`config.mk`:
```
export PLATFORM = sky130hd
export DESIGN_NAME = s_expression_tokenizer
export DESIGN_NICKNAME = d
export VERILOG_FILES = /design/src/hw/rtl/sexp_pkg.sv /design/src/hw/rtl/s_expression_tokenizer.sv /design/src/hw/rtl/sexp_front.sv /design/src/hw/rtl/sexp_queue.sv /design/src/hw/rtl/sexp_back.sv
export SDC_FILE = /design/constraint.sdc
export NUM_CORES = 1
export LEC_CHECK = 0
export ABC_AREA = 1
export BUFFER_PORTS_ARGS = -buffer_cell sky130_fd_sc_hd__buf_4
export CAP_MARGIN = 20
export CORE_ASPECT_RATIO = 1.75
export CORE_MARGIN = 2
export CORE_UTILIZATION = 55
export CTS_CLUSTER_SIZE = 30
export DETAILED_ROUTE_END_ITERATION = 8
export MAX_ROUTING_LAYER = met4
export PLACE_DENSITY = 0.72
export SLEW_MARGIN = 30
export SYNTH_ARGS = -nofsm -noshare
export SYNTH_HDL_FRONTEND = slang
export SYNTH_HIERARCHICAL = 1
export SYNTH_SLANG_ARGS = --single-unit
```
`constraint.sdc`:
```
create_clock -name clk_i -period 3.2 [get_ports clk_i]
set_input_delay 0.32 -clock clk_i [delete_from_list [all_inputs] [get_ports clk_i]]
set_output_delay 0.32 -clock clk_i [all_outputs]
set_load 0.005 [all_outputs]
```
`src/hw/rtl/sexp_pkg.sv`:
```
// Shared types, character codes and helpers of the s-expression tokenizer.
`default_nettype none

package sexp_pkg;

  localparam int unsigned MAX_TOKENS  = 512;
  localparam int unsigned QUEUE_DEPTH = 4;

  // character codes
  localparam logic [7:0] CH_SPACE  = 8'h20;
  localparam logic [7:0] CH_TAB    = 8'h09;
  localparam logic [7:0] CH_COMMA  = 8'h2c;
  localparam logic [7:0] CH_LBRACK = 8'h5b;
  localparam logic [7:0] CH_RBRACK = 8'h5d;
  localparam logic [7:0] CH_LBRACE = 8'h7b;
  localparam logic [7:0] CH_RBRACE = 8'h7d;
  localparam logic [7:0] CH_LPAREN = 8'h28;
  localparam logic [7:0] CH_RPAREN = 8'h29;
  localparam logic [7:0] CH_SQUOTE = 8'h27;
  localparam logic [7:0] CH_BQUOTE = 8'h60;
  localparam logic [7:0] CH_SEMI   = 8'h3b;
  localparam logic [7:0] CH_DQUOTE = 8'h22;
  localparam logic [7:0] CH_TILDE  = 8'h7e;
  localparam logic [7:0] CH_AT     = 8'h40;
  localparam logic [7:0] CH_BSLASH = 8'h5c;

  localparam logic [1:0] KIND_REGULAR = 2'd0;
  localparam logic [1:0] KIND_LPAREN  = 2'd1;
  localparam logic [1:0] KIND_RPAREN  = 2'd2;

  localparam logic [1:0] FAULT_NONE     = 2'd0;
  localparam logic [1:0] FAULT_UNCLOSED = 2'd1;
  localparam logic [1:0] FAULT_OVERFLOW = 2'd2;

  typedef enum logic [1:0] {
    MODE_IDLE  = 2'd0,
    MODE_RUN   = 2'd1,
    MODE_STR   = 2'd2,
    MODE_TILDE = 2'd3
  } scan_mode_e;

  typedef struct packed {
    logic [7:0] in_byte;
    logic       line_end;
  } in_item_t;

  typedef struct packed {
    logic [7:0] tok_byte;
    logic       first_of_token;
    logic       last_of_token;
    logic [1:0] token_kind;
    logic [1:0] fault;
    logic       end_of_line;
  } out_item_t;

  // results of one input item, one or two of them
  typedef struct packed {
    logic      two;
    out_item_t res0;
    out_item_t res1;
  } res_pair_t;

  function automatic logic is_sep(input logic [7:0] b);
    return (b == CH_SPACE) || (b == CH_TAB) || (b == CH_COMMA);
  endfunction

  function automatic logic is_single(input logic [7:0] b);
    return (b == CH_LBRACK) || (b == CH_RBRACK) || (b == CH_LBRACE) ||
           (b == CH_RBRACE) || (b == CH_LPAREN) || (b == CH_RPAREN) ||
           (b == CH_SQUOTE) || (b == CH_BQUOTE) || (b == CH_SEMI);
  endfunction

  function automatic out_item_t mk_res(input logic [7:0] b, input logic first,
                                       input logic last, input logic [1:0] kind);
    out_item_t r;
    r.tok_byte       = b;
    r.first_of_token = first;
    r.last_of_token  = last;
    r.token_kind     = kind;
    r.fault          = FAULT_NONE;
    r.end_of_line    = 1'b0;
    return r;
  endfunction

endpackage

`default_nettype wire

```
`src/hw/rtl/s_expression_tokenizer.sv`:
```
// Top level of the streaming s-expression tokenizer.
//
// Takes one byte of a line per cycle and emits token bytes with first/last
// marks, a paren kind, and on the last item of each line the end mark and any
// fault (unclosed string, or more than MaxTokens tokens, after which the rest
// of the line is dropped). The scanner in the front end takes a new byte every
// cycle while the result queue (QueueDepth entries) has room; each byte gives
// zero, one or two results. Results leave at one per cycle while out_ready_i
// is high, so a byte that gives two results occupies the output for two
// handshakes, and the output side sets the sustained rate. An accepted byte's
// results are registered in the result queue before they reach the output.
`default_nettype none

module s_expression_tokenizer #(
  parameter int unsigned MaxTokens  = sexp_pkg::MAX_TOKENS,
  parameter int unsigned QueueDepth = sexp_pkg::QUEUE_DEPTH
) (
  input  wire logic                clk_i,
  input  wire logic                rst_ni,
  input  wire logic                in_valid_i,
  output logic                     in_ready_o,
  input  wire sexp_pkg::in_item_t  in_item_i,
  output logic                     out_valid_o,
  input  wire logic                out_ready_i,
  output sexp_pkg::out_item_t      out_item_o
);
  import sexp_pkg::*;

  logic      push, pop, full, empty;
  res_pair_t pair, head;

  sexp_front #(
    .MaxTokens(MaxTokens)
  ) u_front (
    .clk_i     (clk_i),
    .rst_ni    (rst_ni),
    .in_valid_i(in_valid_i),
    .in_ready_o(in_ready_o),
    .in_item_i (in_item_i),
    .full_i    (full),
    .push_o    (push),
    .pair_o    (pair)
  );

  sexp_queue #(
    .Depth(QueueDepth)
  ) u_queue (
    .clk_i  (clk_i),
    .rst_ni (rst_ni),
    .push_i (push),
    .pair_i (pair),
    .pop_i  (pop),
    .head_o (head),
    .full_o (full),
    .empty_o(empty)
  );

  sexp_back u_back (
    .clk_i      (clk_i),
    .rst_ni     (rst_ni),
    .head_i     (head),
    .empty_i    (empty),
    .pop_o      (pop),
    .out_valid_o(out_valid_o),
    .out_ready_i(out_ready_i),
    .out_item_o (out_item_o)
  );

  // the front end must never write into a full queue
  assert property (@(posedge clk_i) disable iff (!rst_ni) push |-> !full)
    else $error("push into full result queue");

  assert property (@(posedge clk_i) disable iff (!rst_ni) pop |-> !empty)
    else $error("pop from empty result queue");

  // a fault is only reported with the end of a line
  assert property (@(posedge clk_i) disable iff (!rst_ni)
                   (out_valid_o && out_item_o.fault != FAULT_NONE) |->
                   out_item_o.end_of_line)
    else $error("fault outside end-of-line item");

  // second result of a pair is only selected while the head holds two
  assert property (@(posedge clk_i) disable iff (!rst_ni)
                   (out_valid_o && u_back.idx_q) |-> head.two)
    else $error("second result selected from single-result entry");

endmodule

`default_nettype wire

```
`src/hw/rtl/sexp_front.sv`:
```
// Front end: takes input bytes, runs the scanner state and builds each item's results.
`default_nettype none

module sexp_front #(
  parameter int unsigned MaxTokens = 512
) (
  input  wire logic                 clk_i,
  input  wire logic                 rst_ni,
  input  wire logic                 in_valid_i,
  output logic                      in_ready_o,
  input  wire sexp_pkg::in_item_t   in_item_i,
  input  wire logic                 full_i,
  output logic                      push_o,
  output sexp_pkg::res_pair_t       pair_o
);
  import sexp_pkg::*;

  localparam int unsigned CntW = $clog2(MaxTokens + 1);

  scan_mode_e      mode_q, mode_d, mode_eff;
  logic [7:0]      held_byte_q, held_byte_d;
  logic            held_valid_q, held_valid_d;
  logic            held_first_q, held_first_d;
  logic            bs_q, bs_d;
  logic [CntW-1:0] count_q, count_d;
  logic            drop_q, drop_d;

  out_item_t  res [2];
  logic [1:0] n, n_m1;
  logic       start;
  logic [1:0] fault;
  logic [7:0] b;
  logic       accept;

  assign b          = in_item_i.in_byte;
  assign in_ready_o = !full_i;
  assign accept     = in_valid_i && in_ready_o;

  always_comb begin
    mode_d       = mode_q;
    held_byte_d  = held_byte_q;
    held_valid_d = held_valid_q;
    held_first_d = held_first_q;
    bs_d         = bs_q;
    count_d      = count_q;
    drop_d       = drop_q;
    res[0]       = '0;
    res[1]       = '0;
    n            = 2'd0;
    n_m1         = 2'd0;
    start        = 1'b0;
    fault        = FAULT_NONE;
    mode_eff     = held_valid_q ? mode_q : MODE_IDLE;

    if (!drop_q) begin
      mode_d = mode_eff;
      unique case (mode_eff)
        MODE_IDLE: begin
          start = 1'b1;
        end
        MODE_STR: begin
          if (b == CH_DQUOTE && !bs_q) begin
            res[0]       = mk_res(held_byte_q, held_first_q, 1'b0, KIND_REGULAR);
            res[1]       = mk_res(b, 1'b0, 1'b1, KIND_REGULAR);
            n            = 2'd2;
            held_valid_d = 1'b0;
            mode_d       = MODE_IDLE;
          end else begin
            res[0]       = mk_res(held_byte_q, held_first_q, 1'b0, KIND_REGULAR);
            n            = 2'd1;
            held_byte_d  = b;
            held_first_d = 1'b0;
            bs_d         = (b == CH_BSLASH);
          end
        end
        MODE_RUN, MODE_TILDE: begin
          if (mode_eff == MODE_TILDE && b == CH_AT) begin
            res[0]       = mk_res(held_byte_q, held_first_q, 1'b0, KIND_REGULAR);
            res[1]       = mk_res(b, 1'b0, 1'b1, KIND_REGULAR);
            n            = 2'd2;
            held_valid_d = 1'b0;
            mode_d       = MODE_IDLE;
          end else if (is_sep(b) || is_single(b)) begin
            res[0]       = mk_res(held_byte_q, held_first_q, 1'b1, KIND_REGULAR);
            n            = 2'd1;
            held_valid_d = 1'b0;
            mode_d       = MODE_IDLE;
            start        = 1'b1;
          end else begin
            res[0]       = mk_res(held_byte_q, held_first_q, 1'b0, KIND_REGULAR);
            n            = 2'd1;
            held_byte_d  = b;
            held_first_d = 1'b0;
            mode_d       = MODE_RUN;
          end
        end
        default: begin
          mode_d = MODE_IDLE;
        end
      endcase

      // token start; the token counter is only incremented here
      if (start && !is_sep(b)) begin
        if (count_q >= CntW'(MaxTokens)) begin
          drop_d = 1'b1;
        end else begin
          count_d = count_q + CntW'(1);
          if (is_single(b)) begin
            res[n[0]] = mk_res(b, 1'b1, 1'b1,
                               (b == CH_LPAREN) ? KIND_LPAREN :
                               (b == CH_RPAREN) ? KIND_RPAREN : KIND_REGULAR);
            n      = n + 2'd1;
            mode_d = MODE_IDLE;
          end else begin
            held_byte_d  = b;
            held_valid_d = 1'b1;
            held_first_d = 1'b1;
            if (b == CH_DQUOTE) begin
              bs_d   = 1'b0;
              mode_d = MODE_STR;
            end else if (b == CH_TILDE) begin
              mode_d = MODE_TILDE;
            end else begin
              mode_d = MODE_RUN;
            end
          end
        end
      end
    end

    if (in_item_i.line_end) begin
      if (held_valid_d) begin
        if (mode_d == MODE_STR) begin
          fault = FAULT_UNCLOSED;
        end
        res[n[0]]    = mk_res(held_byte_d, held_first_d, 1'b1, KIND_REGULAR);
        n            = n + 2'd1;
        held_valid_d = 1'b0;
      end
      if (drop_d) begin
        fault = FAULT_OVERFLOW;
      end
      if (n == 2'd0) begin
        // bare marker closes a line whose last item produced nothing
        res[0] = mk_res(8'h00, 1'b0, 1'b0, KIND_REGULAR);
        n      = 2'd1;
      end
      n_m1                   = n - 2'd1;
      res[n_m1[0]].fault       = fault;
      res[n_m1[0]].end_of_line = 1'b1;
      mode_d  = MODE_IDLE;
      bs_d    = 1'b0;
      count_d = '0;
      drop_d  = 1'b0;
    end
  end

  assign push_o      = accept && (n != 2'd0);
  assign pair_o.two  = (n == 2'd2);
  assign pair_o.res0 = res[0];
  assign pair_o.res1 = res[1];

  always_ff @(posedge clk_i or negedge rst_ni) begin
    if (!rst_ni) begin
      mode_q       <= MODE_IDLE;
      held_byte_q  <= '0;
      held_valid_q <= 1'b0;
      held_first_q <= 1'b0;
      bs_q         <= 1'b0;
      count_q      <= '0;
      drop_q       <= 1'b0;
    end else if (accept) begin
      mode_q       <= mode_d;
      held_byte_q  <= held_byte_d;
      held_valid_q <= held_valid_d;
      held_first_q <= held_first_d;
      bs_q         <= bs_d;
      count_q      <= count_d;
      drop_q       <= drop_d;
    end
  end

endmodule

`default_nettype wire

```
`src/hw/rtl/sexp_queue.sv`:
```
// Short queue of result pairs between the front end and the output side.
`default_nettype none

module sexp_queue #(
  parameter int unsigned Depth = 4
) (
  input  wire logic                 clk_i,
  input  wire logic                 rst_ni,
  input  wire logic                 push_i,
  input  wire sexp_pkg::res_pair_t  pair_i,
  input  wire logic                 pop_i,
  output sexp_pkg::res_pair_t       head_o,
  output logic                      full_o,
  output logic                      empty_o
);
  import sexp_pkg::*;

  localparam int unsigned PtrW = $clog2(Depth);
  localparam int unsigned CntW = $clog2(Depth + 1);

  res_pair_t       mem_q [Depth];
  logic [PtrW-1:0] wr_ptr_q, rd_ptr_q;
  logic [CntW-1:0] cnt_q;

  assign head_o  = mem_q[rd_ptr_q];
  assign full_o  = (cnt_q == CntW'(Depth));
  assign empty_o = (cnt_q == '0);

  always_ff @(posedge clk_i) begin
    if (push_i) begin
      mem_q[wr_ptr_q] <= pair_i;
    end
  end

  always_ff @(posedge clk_i or negedge rst_ni) begin
    if (!rst_ni) begin
      wr_ptr_q <= '0;
      rd_ptr_q <= '0;
      cnt_q    <= '0;
    end else begin
      if (push_i) begin
        wr_ptr_q <= (wr_ptr_q == PtrW'(Depth - 1)) ? '0 : wr_ptr_q + PtrW'(1);
      end
      if (pop_i) begin
        rd_ptr_q <= (rd_ptr_q == PtrW'(Depth - 1)) ? '0 : rd_ptr_q + PtrW'(1);
      end
      if (push_i && !pop_i) begin
        cnt_q <= cnt_q + CntW'(1);
      end else if (pop_i && !push_i) begin
        cnt_q <= cnt_q - CntW'(1);
      end
    end
  end

endmodule

`default_nettype wire

```
`src/hw/rtl/sexp_back.sv`:
```
// Output side: sends the one or two results of the queue head, one item per handshake.
`default_nettype none

module sexp_back (
  input  wire logic                 clk_i,
  input  wire logic                 rst_ni,
  input  wire sexp_pkg::res_pair_t  head_i,
  input  wire logic                 empty_i,
  output logic                      pop_o,
  output logic                      out_valid_o,
  input  wire logic                 out_ready_i,
  output sexp_pkg::out_item_t       out_item_o
);
  import sexp_pkg::*;

  logic idx_q, idx_d;
  logic fire;

  assign out_valid_o = !empty_i;
  assign out_item_o  = idx_q ? head_i.res1 : head_i.res0;
  assign fire        = out_valid_o && out_ready_i;

  always_comb begin
    idx_d = idx_q;
    pop_o = 1'b0;
    if (fire) begin
      if (head_i.two && !idx_q) begin
        idx_d = 1'b1;
      end else begin
        idx_d = 1'b0;
        pop_o = 1'b1;
      end
    end
  end

  always_ff @(posedge clk_i or negedge rst_ni) begin
    if (!rst_ni) begin
      idx_q <= 1'b0;
    end else begin
      idx_q <= idx_d;
    end
  end

endmodule

`default_nettype wire

```
; Yosys cells after proc, flatten, opt, wreduce, memory -nomap -nowiden
; Memory sizes are Yosys's and may differ from the RTL's.
; Cells that the tools add are included.
; W data, S select, Z words.
[totals]
regBits = 32
latch_bits = 0
ramBits = 124
rom_bits = 0
in_bits = 13
output_inout_bits = 17
n_memories = 1
[mem_list]
columns = name, words, width, read_ports, rd_clocked_by_memory_dff, wr, line
row1 = u_queue.mem_q, 4, 31, 1, 0, 1, sexp_queue.sv:21  ; res_pair_t mem_q [Depth];
[classes]
addsub = 8
mul = 0
div_mod_pow = 0
order_cmp = 7
eq_ne = 26
shifts = 0
muxes = 113
n_bitwise = 3
n_reduce_logical = 39
[op_table]
columns = cell, n
row1 = $mux W30, 8
row2 = $bwmux W30, 4
row3 = $mux W15, 7
row4 = $eq A8 B7 Y1 const B, 8
row5 = $demux W15 S1, 4
row6 = $pmux W30 S2, 1
row7 = $mux W2, 29
row8 = $eq A8 B6 Y1 const B, 7
row9 = $mux W8, 7
row10 = $mux W10, 4
row11 = $mux W1, 38
row12 = $pmux W8 S2, 1
row13 = $eq A2 B2 Y1 const B, 6
row14 = $logic_and A1 B1 Y1, 12
row15 = $mux W6, 2
row16 = $logic_or A1 B1 Y1, 11
row17 = $add A10 B1 Y10 const B, 1
row18 = $ge A10 B10 Y1 const B, 1
row19 = $mux W3, 3
row20 = $add A2 B1 Y2 const B, 4
row21 = $eq A8 B4 Y1 const B, 1
row22 = $pmux W2 S2, 2
row23 = $logic_not A1 Y1, 7
row24 = $ge A2 B2 Y1 const B, 3
row25 = 15 further kinds, 25

; Depth between registers and ports, before layout
[logic_depth]
ltp_word = 32
ltp_mapped = 24
ltp_nobuf = 24

; Hierarchy
; The synthesis kept the hierarchy.
[modules_own_cells]
columns = mod, instances, cells_each, area_per_inst_um2, seq_area_each_um2
row1 = sexp_queue, 1, 412, 5459.0, 3898.7
row2 = sexp_front, 1, 451, 2695.1, 600.6
row3 = sexp_back, 1, 60, 291.5, 25.0

; Worst setup path after synthesis
; Ideal clock, no wire load.
[synth_timing]
kind = input to register
start = input port in_item_i[6] (netlist bit)
end = memory u_queue/mem_q[3][0] (netlist bit) (enable)
arrival_time_ns = 2.668
t_required_ns = 2.814
setup_slack_ns = 0.146
cell_stages = 15
n_path_buf = 1
path_cell_list = buf_4 > nand2_2 > nor2_4 > nand4_1 > nand2_1 > nand2_1 > ha_1 > o21ai_0 > nand3_2 > nand3_4 > nand3_1 > nand2_1 > inv_1 > nand2_1 > inv_1
[synth_via]
elab_chain_len = 28
word_cells_on_any_way = 61
cone_classes = add/sub (2) / eq/ne (14) / mux (27) / reduce/logical (18)
[synth_rtl]
columns = item, line
row1 = start: declaration, s_expression_tokenizer.sv:22  ; input wire sexp_pkg::in_item_t in_item_i,
row2 = $eq A8 B7 Y1, sexp_pkg.sv:68  ; return (b == CH_LBRACK) || (b == CH_RBRACK) || (b == CH_LBRACE) ||
row3 = $logic_or A1 B1 Y1 (3 in series), sexp_pkg.sv:68
row4 = $logic_or A1 B1 Y1 (3 in series), sexp_pkg.sv:69  ; (b == CH_RBRACE) || (b == CH_LPAREN) || (b == CH_RPAREN) ||
row5 = $logic_or A1 B1 Y1 (2 in series), sexp_pkg.sv:70  ; (b == CH_SQUOTE) || (b == CH_BQUOTE) || (b == CH_SEMI);
row6 = $logic_or A1 B1 Y1, sexp_front.sv:83  ; end else if (is_sep(b) || is_single(b)) begin
row7 = $mux W1, sexp_front.sv:83
row8 = $mux W1, sexp_front.sv:77  ; if (mode_eff == MODE_TILDE && b == CH_AT) begin
row9 = $pmux W1 S2, sexp_front.sv:57  ; unique case (mode_eff)
row10 = [8 not listed], --
row11 = $mux W2, sexp_front.sv:143  ; if (n == 2'd0) begin
row12 = $mux W2, sexp_front.sv:131  ; if (in_item_i.line_end) begin
row13 = $mux W2 (*), sexp_front.sv:131
row14 = $reduce_bool A2 Y1 (*), sexp_front.sv:158  ; assign push_o = accept && (n != 2'd0);
row15 = $logic_and A1 B1 Y1 (*), sexp_front.sv:158
row16 = via push, s_expression_tokenizer.sv:29  ; logic push, pop, full, empty;
row17 = $mux W1 (*), sexp_queue.sv:30  ; if (push_i) begin
row18 = $mux W1 (not written as such) (*), sexp_queue.sv:31  ; mem_q[wr_ptr_q] <= pair_i;
row19 = end: declaration, sexp_queue.sv:21
; The timed path passes the listed nets; every way through them passes the cells marked *. The select of a mux whose other input is x is not followed.

; Final worst setup path
[layout_timing]
start = register u_front.held_valid_q
end = register u_queue.cnt_q[1]
[layout_via]
elab_chain_len = 23
word_cells_on_any_way = 41
cone_classes = add/sub (2) / eq/ne (3) / mux (25) / reduce/logical (11)
[layout_rtl]
columns = item, line
row1 = start: declaration, sexp_front.sv:22  ; logic held_valid_q, held_valid_d;
row2 = start signal: assignment, sexp_front.sv:175  ; held_valid_q <= held_valid_d;
row3 = $mux W2, sexp_front.sv:53  ; mode_eff = held_valid_q ? mode_q : MODE_IDLE;
row4 = $eq A2 B2 Y1, "sexp_front.sv:57, sexp_front.sv:77"
row5 = $logic_and A1 B1 Y1, sexp_front.sv:77
row6 = $mux W2, sexp_front.sv:77
row7 = $pmux W2 S2, sexp_front.sv:57
row8 = $mux W2, sexp_front.sv:55  ; if (!drop_q) begin
row9 = $add A2 B1 Y2, sexp_front.sv:112  ; n = n + 2'd1;
row10 = $mux W2, sexp_front.sv:108  ; if (is_single(b)) begin
row11 = [8 not listed], --
row12 = $mux W2, sexp_front.sv:131
row13 = $mux W2 (*), sexp_front.sv:131
row14 = $reduce_bool A2 Y1 (*), sexp_front.sv:158
row15 = $logic_and A1 B1 Y1 (*), sexp_front.sv:158
row16 = via push, s_expression_tokenizer.sv:29
row17 = $logic_not A1 Y1, sexp_queue.sv:49  ; end else if (pop_i && !push_i) begin
row18 = $logic_and A1 B1 Y1, sexp_queue.sv:49
row19 = $reduce_bool A2 Y1 (no line), --
row20 = end signal: assignment, sexp_queue.sv:48  ; cnt_q <= cnt_q + CntW'(1);
row21 = end signal: assignment, sexp_queue.sv:50  ; cnt_q <= cnt_q - CntW'(1);
row22 = end: declaration, sexp_queue.sv:23  ; logic [CntW-1:0] cnt_q;
; Marked as above.
; A chain may end at the register's enable or synchronous reset.

==> flow_summary.json <==
{
  "ys_types": 44,
  "synth_flop_cell": "edfxtp_1",
  "async_flop_share_pct": 20.5,
  "worst-path-max-fanout": 4,
  "grt_pass1_wl_um": 31400,
  "slowest_delay_ns": 0.42,
  "crit_family": "simple AND/OR/NAND/NOR gates",
  "start_kind": "flip-flop",
  "multi_input_area_mm2": 0.00315,
  "n_fill_cell": 1253,
  "p_leak_uw": 0.00432,
  "synth_edf_count": 124,
  "setup_violations": 0,
  "start_util_pct": 55.7,
  "hp-class": "in2reg",
  "first_pass_iters": 5,
  "ant_nets": 0,
  "portBuffers": 29,
  "synth_seq_cells": 156,
  "synth_cells": 923,
  "yosysWarnings": 6,
  "num_vias": 6457,
  "cts-buffers-inserted": 17,
  "core-area_mm2": 0.0152,
  "area_growth_pct": 13.3,
  "cp_num_buf_inv": 2,
  "clk_latency_ns": 0.42,
  "slew_viol_final": 0,
  "path_common_cell": "nand2_1",
  "layout_common_cells": "nand2_1, edfxtp_1, inv_1, buf_4, nor2_1",
  "grt_pass1_vias": 6455,
  "seq_area_mm2": 0.00452,
  "endpoint_kind": "flip-flop",
  "drc": 0,
  "cp.required_ns": 3.51,
  "synthesis.area_mm2": 0.00845,
  "worst_slew_pin_slew_ns": 0.684,
  "gp_congestion": 0.964,
  "overflow": 0,
  "ctsRootBufferMaster": "clkbuf_16",
  "chipWidth_um": 97.7,
  "antenna_cells": 0,
  "tns_ns": 0,
  "dpl_cell_area_mm2": 0.00901,
  "finalCritPeriodShare_pct": 92.7,
  "antenna_found_initial": 0,
  "vias_per_cell": 5.49,
  "dpl.hpwl_um": 13700,
  "rsz0062_at_grt": "no",
  "htreeDepth": 4,
  "nets": 1003,
  "period_needed_ns": 2.97,
  "cts.sinks": 156,
  "final_common_cell": "nand2_1",
  "critPathSlowestCell": "fa_1",
  "arrival_ns": 3.27,
  "final_cell_area_mm2": 0.00957,
  "wirelength_um": 19400,
  "status": "finished, final reports clean",
  "drtIter0Drc": 265,
  "syn-num-nets": 947,
  "path_class": "reg2reg",
  "finClkSkew_ns": 0.0115,
  "peakVddDrop_uv": 462,
  "syn_area_per_cell_um2": 9.15,
  "die-area_mm2": 0.0164,
  "p_per_area_mw_per_mm2": 853,
  "grt_max_degree": 70,
  "dieHeight_um": 168,
  "seq_area_frac_synth_pct": 53.6,
  "ioPinCount": 30,
  "grt_usage_pct": 25.4,
  "rows": 60,
  "total_power_uw": 8150,
  "clkTransAtPathRegs_ns": 0.07,
  "maxCapViolations": 0,
  "max_freq_ghz": 0.337,
  "drive_gt1_share_pct": 18.6,
  "path_cells": "nand2_1 > nor2_1 > nand4_1 > nand2_2 > nand2_1 > ha_1 > o21ai_0 > nand3_2 > nand3_4 > nand3_1 > nand2_1 > inv_1 > ha_1 > inv_1 > fa_1 > nand2_1 > nand2_1",
  "final-hold-violation-count": 0,
  "cts_buffer_depth": 2,
  "postCtsSetupBuffers": 0,
  "cts_tree": "yes",
  "wl_per_cell_um": 16.5,
  "relSlewSlack_pct": 54.4
}
power breakdown:
part | total, uW | leakage [uW] | internal, uW | switching, uW
clock network | 1840 | 0.000250 | 1000 | 842
registers | 2980 | 0.00156 | 2770 | 209
logic | 3330 | 0.00250 | 1190 | 2140
total | 8150 | 0.00432 | 4960 | 3190
synthesized netlist by cell type, drive strengths merged, types with 3 or more instances:
cell | instances | area [um2]
a21oi | 19 | 98.9
a31oi | 7 | 43.8
buf | 26 | 190
clkbuf | 5 | 28.8
clkinv | 3 | 12.5
dfrtp | 32 | 801
edfxtp | 124 | 3720
ha | 10 | 125
inv | 142 | 543
nand2 | 312 | 1220
nand3 | 45 | 290
nand4 | 12 | 111
nor2 | 59 | 289
nor3 | 6 | 30.0
o211ai | 67 | 628
o21ai | 42 | 210
area by class of cell:
type / count / share of cell area (%)
flip-flops and latches: 156 / 47.3
inverters: 145 / 5.83
repair buffers: 68 / 5.89
clock inverters: 14 / 1.18
clock buffers: 17 / 4.45
multi-input cells: 591 / 32.9
well taps: 186 / 2.43
flip-flops by register name, summed over array words and instances (netlist names), 2 cells and up:
signal               cells
u_queue/cnt_q            3
u_queue/rd_ptr_q         2
u_front/count_q         10
u_front/mode_q           2
u_queue/mem_q          124
u_front/held_byte_q      8
u_queue/wr_ptr_q         2
cells by family after synthesis:
| family | synth area share [%] |
|---|---|
| compound gates | 12.3 |
| xor+xnor | 0.207 |
| simple gates | 23.0 |
| fa+ha+maj | 1.72 |
| other cells | 0.0444 |
| buf+inv | 9.17 |
| flops | 53.6 |
path summary, 6_finish.rpt:
kind,endpoint,start,slack (ns),cells after the start
max,u_queue/cnt_q[1],u_front/held_valid_q,0.23,17
min,u_front/count_q[8],in_item_i[0],0.20,2
max reg2reg,u_queue/cnt_q[1],u_front/held_valid_q,0.23,17
min reg2reg,u_queue/cnt_q[2],u_queue/cnt_q[2],0.52,2
max in group asynchronous,u_front/count_q[2],rst_ni,2.47,2
min in group asynchronous,u_queue/wr_ptr_q[1],rst_ni,0.39,2
worst reg2reg max path, cell delays in order (launching register included):
cell	delay, ns
dfrtp_1	0.38
nand2_1	0.12
nor2_1	0.13
nand4_1	0.18
nand2_2	0.14
nand2_1	0.09
ha_1	0.27
o21ai_0	0.21
nand3_2	0.12
nand3_4	0.08
nand3_1	0.16
nand2_1	0.09
inv_1	0.05
ha_1	0.21
inv_1	0.08
fa_1	0.42
nand2_1	0.08
nand2_1	0.05
per-layer routing:
| layer | share of wire, % | track usage (%) |
|---|---|---|
| met3 | 3.1 | 3.74 |
| met4 | 4.3 | 12.5 |
| met2 | 55 | 46.7 |
| met1 | 38 | 26.1 |
| met5 | 0 | - |
metrics by stage:
step / std cells / setup slack, ns / utilization, % / hold WS (ns)
finish: 1177 / 0.233 / 63.1 / 0.204
global route: 1177 / 0.0286 / 63.1 / 0.208
CTS: 1177 / 0.241 / 63.1 / 0.199
detailed placement: 1145 / 0.0895 / 59.4 / 0.298
global placement: 1145 / 0.134 / 59.4 / 0.294
floorplan: 923 / 0.146 / - / 0.0244
timing repair:
| item | 4_1_cts | 5_1_grt |
|---|---|---|
| setup endpoints to repair | 0 | 1 |
| endpoints found under the hold margin | 32 | 0 |
| gates resized for setup | 0 | 1 |
| hold buffers | 1 | 0 |
Power figures use the tool's default switching activity.
